`src/sv/kef_pkg.sv`:
```
// ----------------------------------------------------------------------------
// kef_pkg
// Shared constants, types and the scancode-to-game-key table of the key
// event filter with event FIFO.
// ----------------------------------------------------------------------------
package kef_pkg;

  // Number of FIFO slots; one slot always stays empty.
  localparam int QUEUE_DEPTH = 256;
  localparam int PTR_W       = $clog2(QUEUE_DEPTH);

  // Scancode layout: bit 7 marks a release, bits 6..0 name the key.
  localparam int SC_W       = 8;
  localparam int KEY_IDX_W  = 7;
  localparam int KEY_COUNT  = 1 << KEY_IDX_W;
  localparam int KEY_W      = 8;
  localparam int EVENT_W    = KEY_W + 1;

  localparam logic [SC_W-1:0]  SC_NONE = '0;
  localparam logic [KEY_W-1:0] KC_NONE = '0;

  // Game key codes.
  localparam logic [KEY_W-1:0] KC_RIGHT  = 8'hAE;
  localparam logic [KEY_W-1:0] KC_LEFT   = 8'hAC;
  localparam logic [KEY_W-1:0] KC_UP     = 8'hAD;
  localparam logic [KEY_W-1:0] KC_DOWN   = 8'hAF;
  localparam logic [KEY_W-1:0] KC_STRL   = 8'hA0;
  localparam logic [KEY_W-1:0] KC_STRR   = 8'hA1;
  localparam logic [KEY_W-1:0] KC_USE    = 8'hA2;
  localparam logic [KEY_W-1:0] KC_FIRE   = 8'hA3;
  localparam logic [KEY_W-1:0] KC_ESC    = 8'h1B;
  localparam logic [KEY_W-1:0] KC_ENTER  = 8'h0D;
  localparam logic [KEY_W-1:0] KC_TAB    = 8'h09;
  localparam logic [KEY_W-1:0] KC_BKSP   = 8'h7F;
  localparam logic [KEY_W-1:0] KC_MINUS  = 8'h2D;
  localparam logic [KEY_W-1:0] KC_EQUALS = 8'h3D;
  localparam logic [KEY_W-1:0] KC_RSHIFT = 8'hB6;
  localparam logic [KEY_W-1:0] KC_RALT   = 8'hB8;
  localparam logic [KEY_W-1:0] KC_F1     = 8'hBB;

  // Action codes of an input transfer.
  typedef enum logic {
    ACT_SCANCODE = 1'b0,
    ACT_POP      = 1'b1
  } kef_action_e;

  // Result item as held in the output register.
  typedef struct packed {
    logic             event_queued;
    logic             event_dropped;
    logic             avail;
    logic             out_pressed;
    logic [KEY_W-1:0] out_key;
  } kef_result_t;

  // Maps a key index to its game key code; unmapped keys give KC_NONE.
  function automatic logic [KEY_W-1:0] key_map(input logic [KEY_IDX_W-1:0] idx);
    logic [KEY_W-1:0] kc;
    kc = KC_NONE;
    unique case (idx)
      7'h48, 7'h11: kc = KC_UP;
      7'h50, 7'h1F: kc = KC_DOWN;
      7'h4B:        kc = KC_LEFT;
      7'h4D:        kc = KC_RIGHT;
      7'h1D, 7'h12: kc = KC_FIRE;
      7'h38:        kc = KC_RALT;
      7'h39, 7'h21: kc = KC_USE;
      7'h2A, 7'h36: kc = KC_RSHIFT;
      7'h1E:        kc = KC_STRL;
      7'h20:        kc = KC_STRR;
      7'h01:        kc = KC_ESC;
      7'h1C:        kc = KC_ENTER;
      7'h0F:        kc = KC_TAB;
      7'h0E:        kc = KC_BKSP;
      7'h02:        kc = 8'h31;
      7'h03:        kc = 8'h32;
      7'h04:        kc = 8'h33;
      7'h05:        kc = 8'h34;
      7'h06:        kc = 8'h35;
      7'h07:        kc = 8'h36;
      7'h08:        kc = 8'h37;
      7'h09:        kc = 8'h38;
      7'h0A:        kc = 8'h39;
      7'h3B:        kc = KC_F1;
      7'h3C:        kc = KC_F1 + 8'd1;
      7'h3D:        kc = KC_F1 + 8'd2;
      7'h3E:        kc = KC_F1 + 8'd3;
      7'h3F:        kc = KC_F1 + 8'd4;
      7'h40:        kc = KC_F1 + 8'd5;
      7'h41:        kc = KC_F1 + 8'd6;
      7'h42:        kc = KC_F1 + 8'd7;
      7'h43:        kc = KC_F1 + 8'd8;
      7'h44:        kc = KC_F1 + 8'd9;
      7'h57:        kc = 8'hD7;
      7'h58:        kc = 8'hD8;
      7'h0C:        kc = KC_MINUS;
      7'h0D:        kc = KC_EQUALS;
      7'h19:        kc = 8'h70;
      7'h32:        kc = 8'h6D;
      7'h15:        kc = 8'h79;
      7'h31:        kc = 8'h6E;
      7'h14:        kc = 8'h74;
      default:      kc = KC_NONE;
    endcase
    return kc;
  endfunction

endpackage

```
`src/sv/kef_if.sv`:
```
// ----------------------------------------------------------------------------
// kef_if
// Valid/ready channels of the key event filter: the request channel and
// the result channel.
// ----------------------------------------------------------------------------
interface kef_in_if;
  logic                     valid;
  logic                     ready;
  logic                     action;
  logic [kef_pkg::SC_W-1:0] scancode;

  modport source (output valid, output action, output scancode, input ready);
  modport sink   (input valid, input action, input scancode, output ready);
endinterface

interface kef_out_if;
  logic                      valid;
  logic                      ready;
  logic                      event_queued;
  logic                      event_dropped;
  logic                      avail;
  logic                      out_pressed;
  logic [kef_pkg::KEY_W-1:0] out_key;

  modport source (output valid, output event_queued, output event_dropped,
                  output avail, output out_pressed, output out_key, input ready);
  modport sink   (input valid, input event_queued, input event_dropped,
                  input avail, input out_pressed, input out_key, output ready);
endinterface

```
`src/sv/kef_ram.sv`:
```
// ----------------------------------------------------------------------------
// kef_ram
// Simple dual-port synchronous RAM: one write port and one read port with a
// registered read.
// ----------------------------------------------------------------------------
module kef_ram #(
  parameter int Width = 8,
  parameter int Depth = 16
) (
  input  logic                     clk_i,
  input  logic                     we_i,
  input  logic [$clog2(Depth)-1:0] waddr_i,
  input  logic [Width-1:0]         wdata_i,
  input  logic                     re_i,
  input  logic [$clog2(Depth)-1:0] raddr_i,
  output logic [Width-1:0]         rdata_o
);

  logic [Width-1:0] mem_q [Depth];
  logic [Width-1:0] rdata_q;

  always_ff @(posedge clk_i) begin
    if (we_i) begin
      mem_q[waddr_i] <= wdata_i;
    end
  end

  always_ff @(posedge clk_i) begin
    if (re_i) begin
      rdata_q <= mem_q[raddr_i];
    end
  end

  assign rdata_o = rdata_q;

endmodule

```
`src/sv/key_event_filter_fifo.sv`:
```
// ----------------------------------------------------------------------------
// key_event_filter_fifo
// Filters PS/2 set-1 scancodes into game key events and queues them in a
// FIFO; a pop request returns the oldest queued event.
// ----------------------------------------------------------------------------
// A request is accepted and its memories are read at acceptance; its result
// is written to the output register while the request is in flight. A new
// request is not accepted while one is in flight, as the held-key memory
// and the event memory are read at acceptance and written back while the
// request is in flight. rst_ni clears the held-key valid bits, both FIFO
// pointers and all control flags at once; no clearing pass is needed.
// ----------------------------------------------------------------------------
module key_event_filter_fifo (
  input  logic     clk_i,
  input  logic     rst_ni,
  kef_in_if.sink   in_i,
  kef_out_if.source out_o
);
  import kef_pkg::*;

  // --------------------------------------------------------------------------
  // Request stage. A transfer is taken only while no request is in flight and
  // the output register is empty or being emptied in the same cycle, so the
  // result of the request always finds a free output register.
  // --------------------------------------------------------------------------
  logic                 busy_q;
  logic                 out_valid_q;
  kef_result_t          out_q, out_d;
  logic                 act_q;
  logic [SC_W-1:0]      sc_q;
  logic [PTR_W-1:0]     wp_q, wp_d;
  logic [PTR_W-1:0]     rp_q, rp_d;
  logic [KEY_COUNT-1:0] held_vld_q;

  logic in_xfer;
  logic out_xfer;

  assign in_i.ready = !busy_q && (!out_valid_q || out_o.ready);
  assign in_xfer    = in_i.valid && in_i.ready;
  assign out_xfer   = out_valid_q && out_o.ready;

  always_ff @(posedge clk_i) begin
    if (in_xfer) begin
      act_q <= in_i.action;
      sc_q  <= in_i.scancode;
    end
  end

  // --------------------------------------------------------------------------
  // Memories. The held-key memory is read at the key index of the incoming
  // scancode and the event memory at the read pointer, both at acceptance.
  // Since only one request is in flight, the write-back of one request always
  // lands before the read of the next one, so no forwarding is required.
  // --------------------------------------------------------------------------
  logic                 held_rdata;
  logic                 held_we;
  logic                 ev_we;
  logic [EVENT_W-1:0]   ev_rdata;
  logic [EVENT_W-1:0]   ev_wdata;
  logic [KEY_IDX_W-1:0] base;
  logic                 pressed;
  logic                 held;
  logic [KEY_W-1:0]     key;
  logic [PTR_W-1:0]     wp_next, rp_next;

  kef_ram #(
    .Width (1),
    .Depth (KEY_COUNT)
  ) u_held_ram (
    .clk_i   (clk_i),
    .we_i    (held_we),
    .waddr_i (base),
    .wdata_i (pressed),
    .re_i    (in_xfer),
    .raddr_i (in_i.scancode[KEY_IDX_W-1:0]),
    .rdata_o (held_rdata)
  );

  kef_ram #(
    .Width (EVENT_W),
    .Depth (QUEUE_DEPTH)
  ) u_event_ram (
    .clk_i   (clk_i),
    .we_i    (ev_we),
    .waddr_i (wp_q),
    .wdata_i (ev_wdata),
    .re_i    (in_xfer),
    .raddr_i (rp_q),
    .rdata_o (ev_rdata)
  );

  // --------------------------------------------------------------------------
  // Completion. A key whose valid bit is clear has never been written since
  // reset and reads as not held. The pointers wrap explicitly so that any
  // queue depth works, not only powers of two.
  // --------------------------------------------------------------------------
  assign base     = sc_q[KEY_IDX_W-1:0];
  assign pressed  = !sc_q[SC_W-1];
  assign held     = held_vld_q[base] && held_rdata;
  assign key      = key_map(base);
  assign wp_next  = (wp_q == PTR_W'(QUEUE_DEPTH - 1)) ? '0 : wp_q + PTR_W'(1);
  assign rp_next  = (rp_q == PTR_W'(QUEUE_DEPTH - 1)) ? '0 : rp_q + PTR_W'(1);
  assign ev_wdata = {pressed, key};

  always_comb begin
    out_d   = '0;
    held_we = 1'b0;
    ev_we   = 1'b0;
    wp_d    = wp_q;
    rp_d    = rp_q;
    if (busy_q) begin
      unique case (kef_action_e'(act_q))
        ACT_POP: begin
          // An empty queue answers with all fields clear.
          if (rp_q != wp_q) begin
            out_d.avail       = 1'b1;
            out_d.out_pressed = ev_rdata[EVENT_W-1];
            out_d.out_key     = ev_rdata[KEY_W-1:0];
            rp_d              = rp_next;
          end
        end
        ACT_SCANCODE: begin
          // Scancode zero, typematic repeats and stale releases change nothing.
          if (sc_q != SC_NONE && pressed != held) begin
            held_we = 1'b1;
            if (key != KC_NONE) begin
              if (wp_next == rp_q) begin
                out_d.event_dropped = 1'b1;
              end else begin
                ev_we              = 1'b1;
                wp_d               = wp_next;
                out_d.event_queued = 1'b1;
              end
            end
          end
        end
        default: ;
      endcase
    end
  end

  always_ff @(posedge clk_i or negedge rst_ni) begin
    if (!rst_ni) begin
      busy_q      <= 1'b0;
      out_valid_q <= 1'b0;
      wp_q        <= '0;
      rp_q        <= '0;
      held_vld_q  <= '0;
    end else begin
      busy_q <= in_xfer;
      wp_q   <= wp_d;
      rp_q   <= rp_d;
      if (held_we) begin
        held_vld_q[base] <= 1'b1;
      end
      if (busy_q) begin
        out_valid_q <= 1'b1;
      end else if (out_xfer) begin
        out_valid_q <= 1'b0;
      end
    end
  end

  always_ff @(posedge clk_i) begin
    if (busy_q) begin
      out_q <= out_d;
    end
  end

  assign out_o.valid         = out_valid_q;
  assign out_o.event_queued  = out_q.event_queued;
  assign out_o.event_dropped = out_q.event_dropped;
  assign out_o.avail         = out_q.avail;
  assign out_o.out_pressed   = out_q.out_pressed;
  assign out_o.out_key       = out_q.out_key;

  // --------------------------------------------------------------------------
  // Assertions.
  // --------------------------------------------------------------------------
  a_busy_one_cycle: assert property (@(posedge clk_i) disable iff (!rst_ni)
    busy_q |=> !busy_q)
    else $error("request stayed in flight for more than one cycle");

  a_accept_starts: assert property (@(posedge clk_i) disable iff (!rst_ni)
    in_xfer |=> busy_q && out_valid_q == 1'b0)
    else $error("accepted request did not start or output register was full");

  a_result_lands: assert property (@(posedge clk_i) disable iff (!rst_ni)
    busy_q |=> out_valid_q)
    else $error("finished request produced no result");

  a_fields_exclusive: assert property (@(posedge clk_i) disable iff (!rst_ni)
    out_valid_q |-> !(out_q.avail && (out_q.event_queued || out_q.event_dropped)))
    else $error("pop and scancode result fields both set");

  a_pop_nonempty: assert property (@(posedge clk_i) disable iff (!rst_ni)
    (rp_d != rp_q) |-> (rp_q != wp_q) && !ev_we)
    else $error("read pointer advanced on an empty queue");

endmodule
```
`src/flat_wrapper.sv`:
```
// flat-port wrapper written by rule: the top's interface ports become plain ports
module key_event_filter_fifo_flat import kef_pkg::*;
  (clk_i, rst_ni, in_i_valid, in_i_action, in_i_scancode, in_i_ready, out_o_valid, out_o_event_queued, out_o_event_dropped, out_o_avail, out_o_out_pressed, out_o_out_key, out_o_ready);
  kef_in_if in_i_i ();
  kef_out_if out_o_i ();
  input  logic clk_i;
  input  logic rst_ni;
  input wire logic [$bits(in_i_i.valid)-1:0] in_i_valid;
  input wire logic [$bits(in_i_i.action)-1:0] in_i_action;
  input wire logic [$bits(in_i_i.scancode)-1:0] in_i_scancode;
  output wire logic [$bits(in_i_i.ready)-1:0] in_i_ready;
  output wire logic [$bits(out_o_i.valid)-1:0] out_o_valid;
  output wire logic [$bits(out_o_i.event_queued)-1:0] out_o_event_queued;
  output wire logic [$bits(out_o_i.event_dropped)-1:0] out_o_event_dropped;
  output wire logic [$bits(out_o_i.avail)-1:0] out_o_avail;
  output wire logic [$bits(out_o_i.out_pressed)-1:0] out_o_out_pressed;
  output wire logic [$bits(out_o_i.out_key)-1:0] out_o_out_key;
  input wire logic [$bits(out_o_i.ready)-1:0] out_o_ready;
  assign in_i_i.valid = in_i_valid;
  assign in_i_i.action = in_i_action;
  assign in_i_i.scancode = in_i_scancode;
  assign in_i_ready = in_i_i.ready;
  assign out_o_valid = out_o_i.valid;
  assign out_o_event_queued = out_o_i.event_queued;
  assign out_o_event_dropped = out_o_i.event_dropped;
  assign out_o_avail = out_o_i.avail;
  assign out_o_out_pressed = out_o_i.out_pressed;
  assign out_o_out_key = out_o_i.out_key;
  assign out_o_i.ready = out_o_ready;
  key_event_filter_fifo u_core (.clk_i(clk_i), .rst_ni(rst_ni), .in_i(in_i_i), .out_o(out_o_i));
endmodule
```
`config.mk`:
```
export PLATFORM = sky130hd
export DESIGN_NAME = key_event_filter_fifo_flat
export DESIGN_NICKNAME = d
export VERILOG_FILES = /design/src/sv/kef_pkg.sv /design/src/sv/kef_if.sv /design/src/sv/kef_ram.sv /design/src/sv/key_event_filter_fifo.sv /design/src/flat_wrapper.sv
export SDC_FILE = /design/constraint.sdc
export NUM_CORES = 2
export LEC_CHECK = 0
export BUFFER_PORTS_ARGS = -buffer_cell sky130_fd_sc_hd__buf_4
export CAP_MARGIN = 10
export CORE_MARGIN = 2
export CORE_UTILIZATION = 38
export CTS_BUF_LIST = sky130_fd_sc_hd__clkbuf_16
export DETAILED_ROUTE_END_ITERATION = 12
export PLACE_DENSITY = 0.61
export RECOVER_POWER = 25
export SYNTH_ARGS = -nofsm -noshare
export SYNTH_HDL_FRONTEND = slang
export SYNTH_HIERARCHICAL = 1
export SYNTH_SLANG_ARGS = --single-unit
```
`constraint.sdc`:
```
create_clock -name clk_i -period 7.3 [get_ports clk_i]
set_input_delay 1.095 -clock clk_i [delete_from_list [all_inputs] [get_ports clk_i]]
set_output_delay 1.095 -clock clk_i [all_outputs]
set_load 0.01 [all_outputs]
```
==> flow_summary.ini <==
[status]
status = finished, violations left
violations = max-capacitance violations, max-slew violations

[worst_setup_path]
crit_start = u_core/sc_q[0]
crit_path_end_kind = register
required_ps = 7860
cp_data_arrival_time_ps = 7060
r2r-start = u_core/sc_q[0]
crit_fanout = 24
cp-start-kind = register
crit_type = reg2reg

[synth]
yosysWarnings = 6
synth_fp_nets = 5455
synth-compound-area-share_pct = 5.16
synthTopCellsByArea = edfxtp_1, mux4_2, dfrtp_1
yosysMostFrequentCell = edfxtp_1
synth_edf_count = 2463
synth_ff_type = edfxtp_1
synth.distinct_cells = 82
muxShareOfSynthArea_pct = 13.9
ys_seq_elements = 2617
synth_top_family_by_area = multiplexers
synthSimpleGateAreaFrac_pct = 3.84
synth_common_cells = edfxtp_1, mux4_2, nor2_1, mux2i_1, a22oi_1
syn_area_sq_um = 104000
synth_area_per_cell_sq_um = 19.1
ys_async_sr_fraction_pct = 5.58
seq_area_frac_synth_pct = 74.9
yosys.area.top_type_share_pct = 71.3
yosys.area_share.xor_xnor_pct = 0.184
synth_cells = 5435
synth_fa_ha_area_share_pct = 0.0844
yosysTopAreaCell = edfxtp_1

[clock_tree]
cts_tree = built
cts_sinks = 2617
numCtsBuffers = 290
clkLatencyLatePin_ps = 950
cts.reportedPaths.clkPinSlew_ps = 60
clk_path_buf_depth = 4
cts_setup_buffers = 0
cts_hold_buf = 0
h-tree-depth = 5
root_buffer = clkbuf_16
cts-resized-gates = 0

[final_layout]
fillerInstances = 23200
drive_gt1_share_pct = 18.9
nNetsFinal = 5571
area_growth_pct = 12.3
seq_area_sq_um = 77800
multi_input_area_sq_um = 24200
fin_cells = 9330

[die]
die-area_sq_um = 277000
rows = 191
die_y_microns = 527
fp.dieW_microns = 527
start_util_pct = 38.3
boundaryPins = 27
core_area_sq_um = 271000

[job]
maxCapViolations = 24

[sta]
fin_crit_ps = 6500
whs_ps = 355
max_slew_margin_pct = -193
worstMarginPinSlew_ps = 4390
clock_skew_ps = 64.7
finalCritPeriodShare_pct = 89.0
final-hold-violation-count = 0
fmax_ghz = 0.154
finalSetupViolations = 0
rsz0062_at_grt = no
tns_ps = 0
slew_violations = 1354

[detailed_routing]
avgViaCountPerCell = 5.82
routed_wl_microns = 267000
drtIter0Drc = 6852
top_layer = met5
vias = 54300
route.detailed.drc = 0
drt-pass1-iter-count = 6
wl_met3_microns = 23200
detail-route-antenna-nets = 0
met2_length_microns = 126000
drt-met1-wl_microns = 110000
wl_per_cell_microns = 28.6

[power_and_ir_drop]
ir_drop_v = 0.000346
p_leak_nw = 37.3
p_per_area_nw_per_um2 = 339

[worst_hold_path]
hp-class = in2reg
min-delay-start = in_i_action

[global_route]
grt_max_degree = 187
grt_pass1_wl_microns = 387000
grt_pass1_vias = 54100
grt_use_total_pct = 18.9
antenna_found_initial = 13
grt_overflow_total = 0

[place]
hpwl_microns = 163000
gp_congestion = 0.874
dp.cells = 8828
io_buffers = 26
-- power breakdown --
| part | leakage [nW] | switching [mW] | internal, mW | total (mW) |
|---|---|---|---|---|
| clock network | 4.61 | 5.71 | 8.12 | 13.8 |
| registers | 24.5 | 0.421 | 17.2 | 17.6 |
| logic | 8.22 | 4.92 | 3.14 | 8.06 |
| total | 37.3 | 11.0 | 28.4 | 39.5 |
-- worst paths after layout --
path,cells past startpoint,endpoint,slack (ps)
worst max register to register,12,u_core/u_event_ram/mem_q[51][6],800
max in group asynchronous,2,u_core/rp_q[0],1950
worst min-delay path,1,u_core/act_q,350
worst max-delay path,12,u_core/u_event_ram/mem_q[51][6],800
min in group asynchronous,1,u_core/held_vld_q[45],1730
worst min register to register,0,u_core/held_vld_q[0],380
-- sequential cells by signal (all words and copies together), names as in the netlist --
register and cells:
u_core/out_o.event_queued 1, u_core/held_vld_q 128, u_core/u_event_ram/mem_q 2304, u_core/u_event_ram/rdata_o 9, u_core/key 8, u_core/sc_q 8, u_core/out_o.event_dropped 1, u_core/out_o.avail 1
u_core/rp_q 8, u_core/busy_q 1, u_core/out_o.out_key 8, u_core/act_q 1, u_core/u_held_ram/mem_q 128, u_core/out_o.out_pressed 1, u_core/wp_q 8, u_core/u_held_ram/rdata_o 1
u_core/out_o.valid 1
-- per-stage QoR --
stage	power [mW]	util, %	worst slack [ps]	instance area (sq um)
6_report	39.5	43.0	802	117000
5_1_grt	40.8	43.0	546	117000
4_1_cts	39.7	43.0	765	117000
3_5_place_dp	26.0	39.7	774	108000
3_3_place_gp	25.9	39.7	976	108000
2_1_floorplan	23.5	-	884	104000
-- critical path: stages (launching register included) --
cell,delay (ps)
edfxtp_1,970
buf_4,510
mux2i_1,270
o22ai_1,100
o21ai_0,230
a41oi_1,230
o41ai_4,590
mux2i_1,230
or2_1,380
inv_1,630
nand4_1,820
buf_4,500
nor2_1,640
-- cells by family after synthesis --
logic type,count (synthesis)
multiplexers,794
buffers and inverters,345
XOR/XNOR,21
AO/OA/AOI/OAI,777
flip-flops,2617
AND/OR/NAND/NOR,874
adder cells (fa/ha/maj),7
-- per-layer routing --
layer | vias up | GRT usage (%)
met1 | 28700 | 26.6
met4 | 8 | 5.80
met3 | 431 | 3.65
met5 | - | 0
li1 | 22500 | -
met2 | 2613 | 29.9
-- cell type report --
type | instances | area share [%]
timing repair buffer | 154 | 1.00
antenna | 6 | 0.0129
inverter | 15 | 0.0547
clock inverter | 201 | 1.32
multi-input combinational | 2473 | 20.7
sequential | 2617 | 66.7
tap | 3570 | 3.83
clock buffer | 294 | 6.31
-- layout by cell type (no fill, tap or decap), types with 8 or more instances in the layout --
cell type / n
edfxtp_1: 2463
mux4_2: 493
nor2_1: 477
clkbuf_16: 294
mux2i_1: 258
a22oi_1: 178
dfrtp_1: 140
buf_4: 120
a21oi_1: 118
nand2_1: 105
o22ai_1: 105
o21ai_0: 70
inv_1: 68
a21o_1: 68
o21bai_1: 58
nand3_1: 55
clkinv_1: 53
clkinv_2: 50
nor2b_1: 45
a211oi_1: 36
o221ai_1: 35
nor3_1: 33
nor4_1: 30
mux2_2: 27
bufinv_16: 24
clkbuf_1: 22
nand4_1: 22
nand2b_1: 19
mux4_1: 16
and2_1: 15
a221oi_1: 15
a31oi_1: 15
o21ai_1: 12
xnor2_1: 12
inv_6: 11
xor2_1: 8
a22o_1: 8
nor4_2: 8
o31a_1: 8
Power figures use the tool's default switching activity.
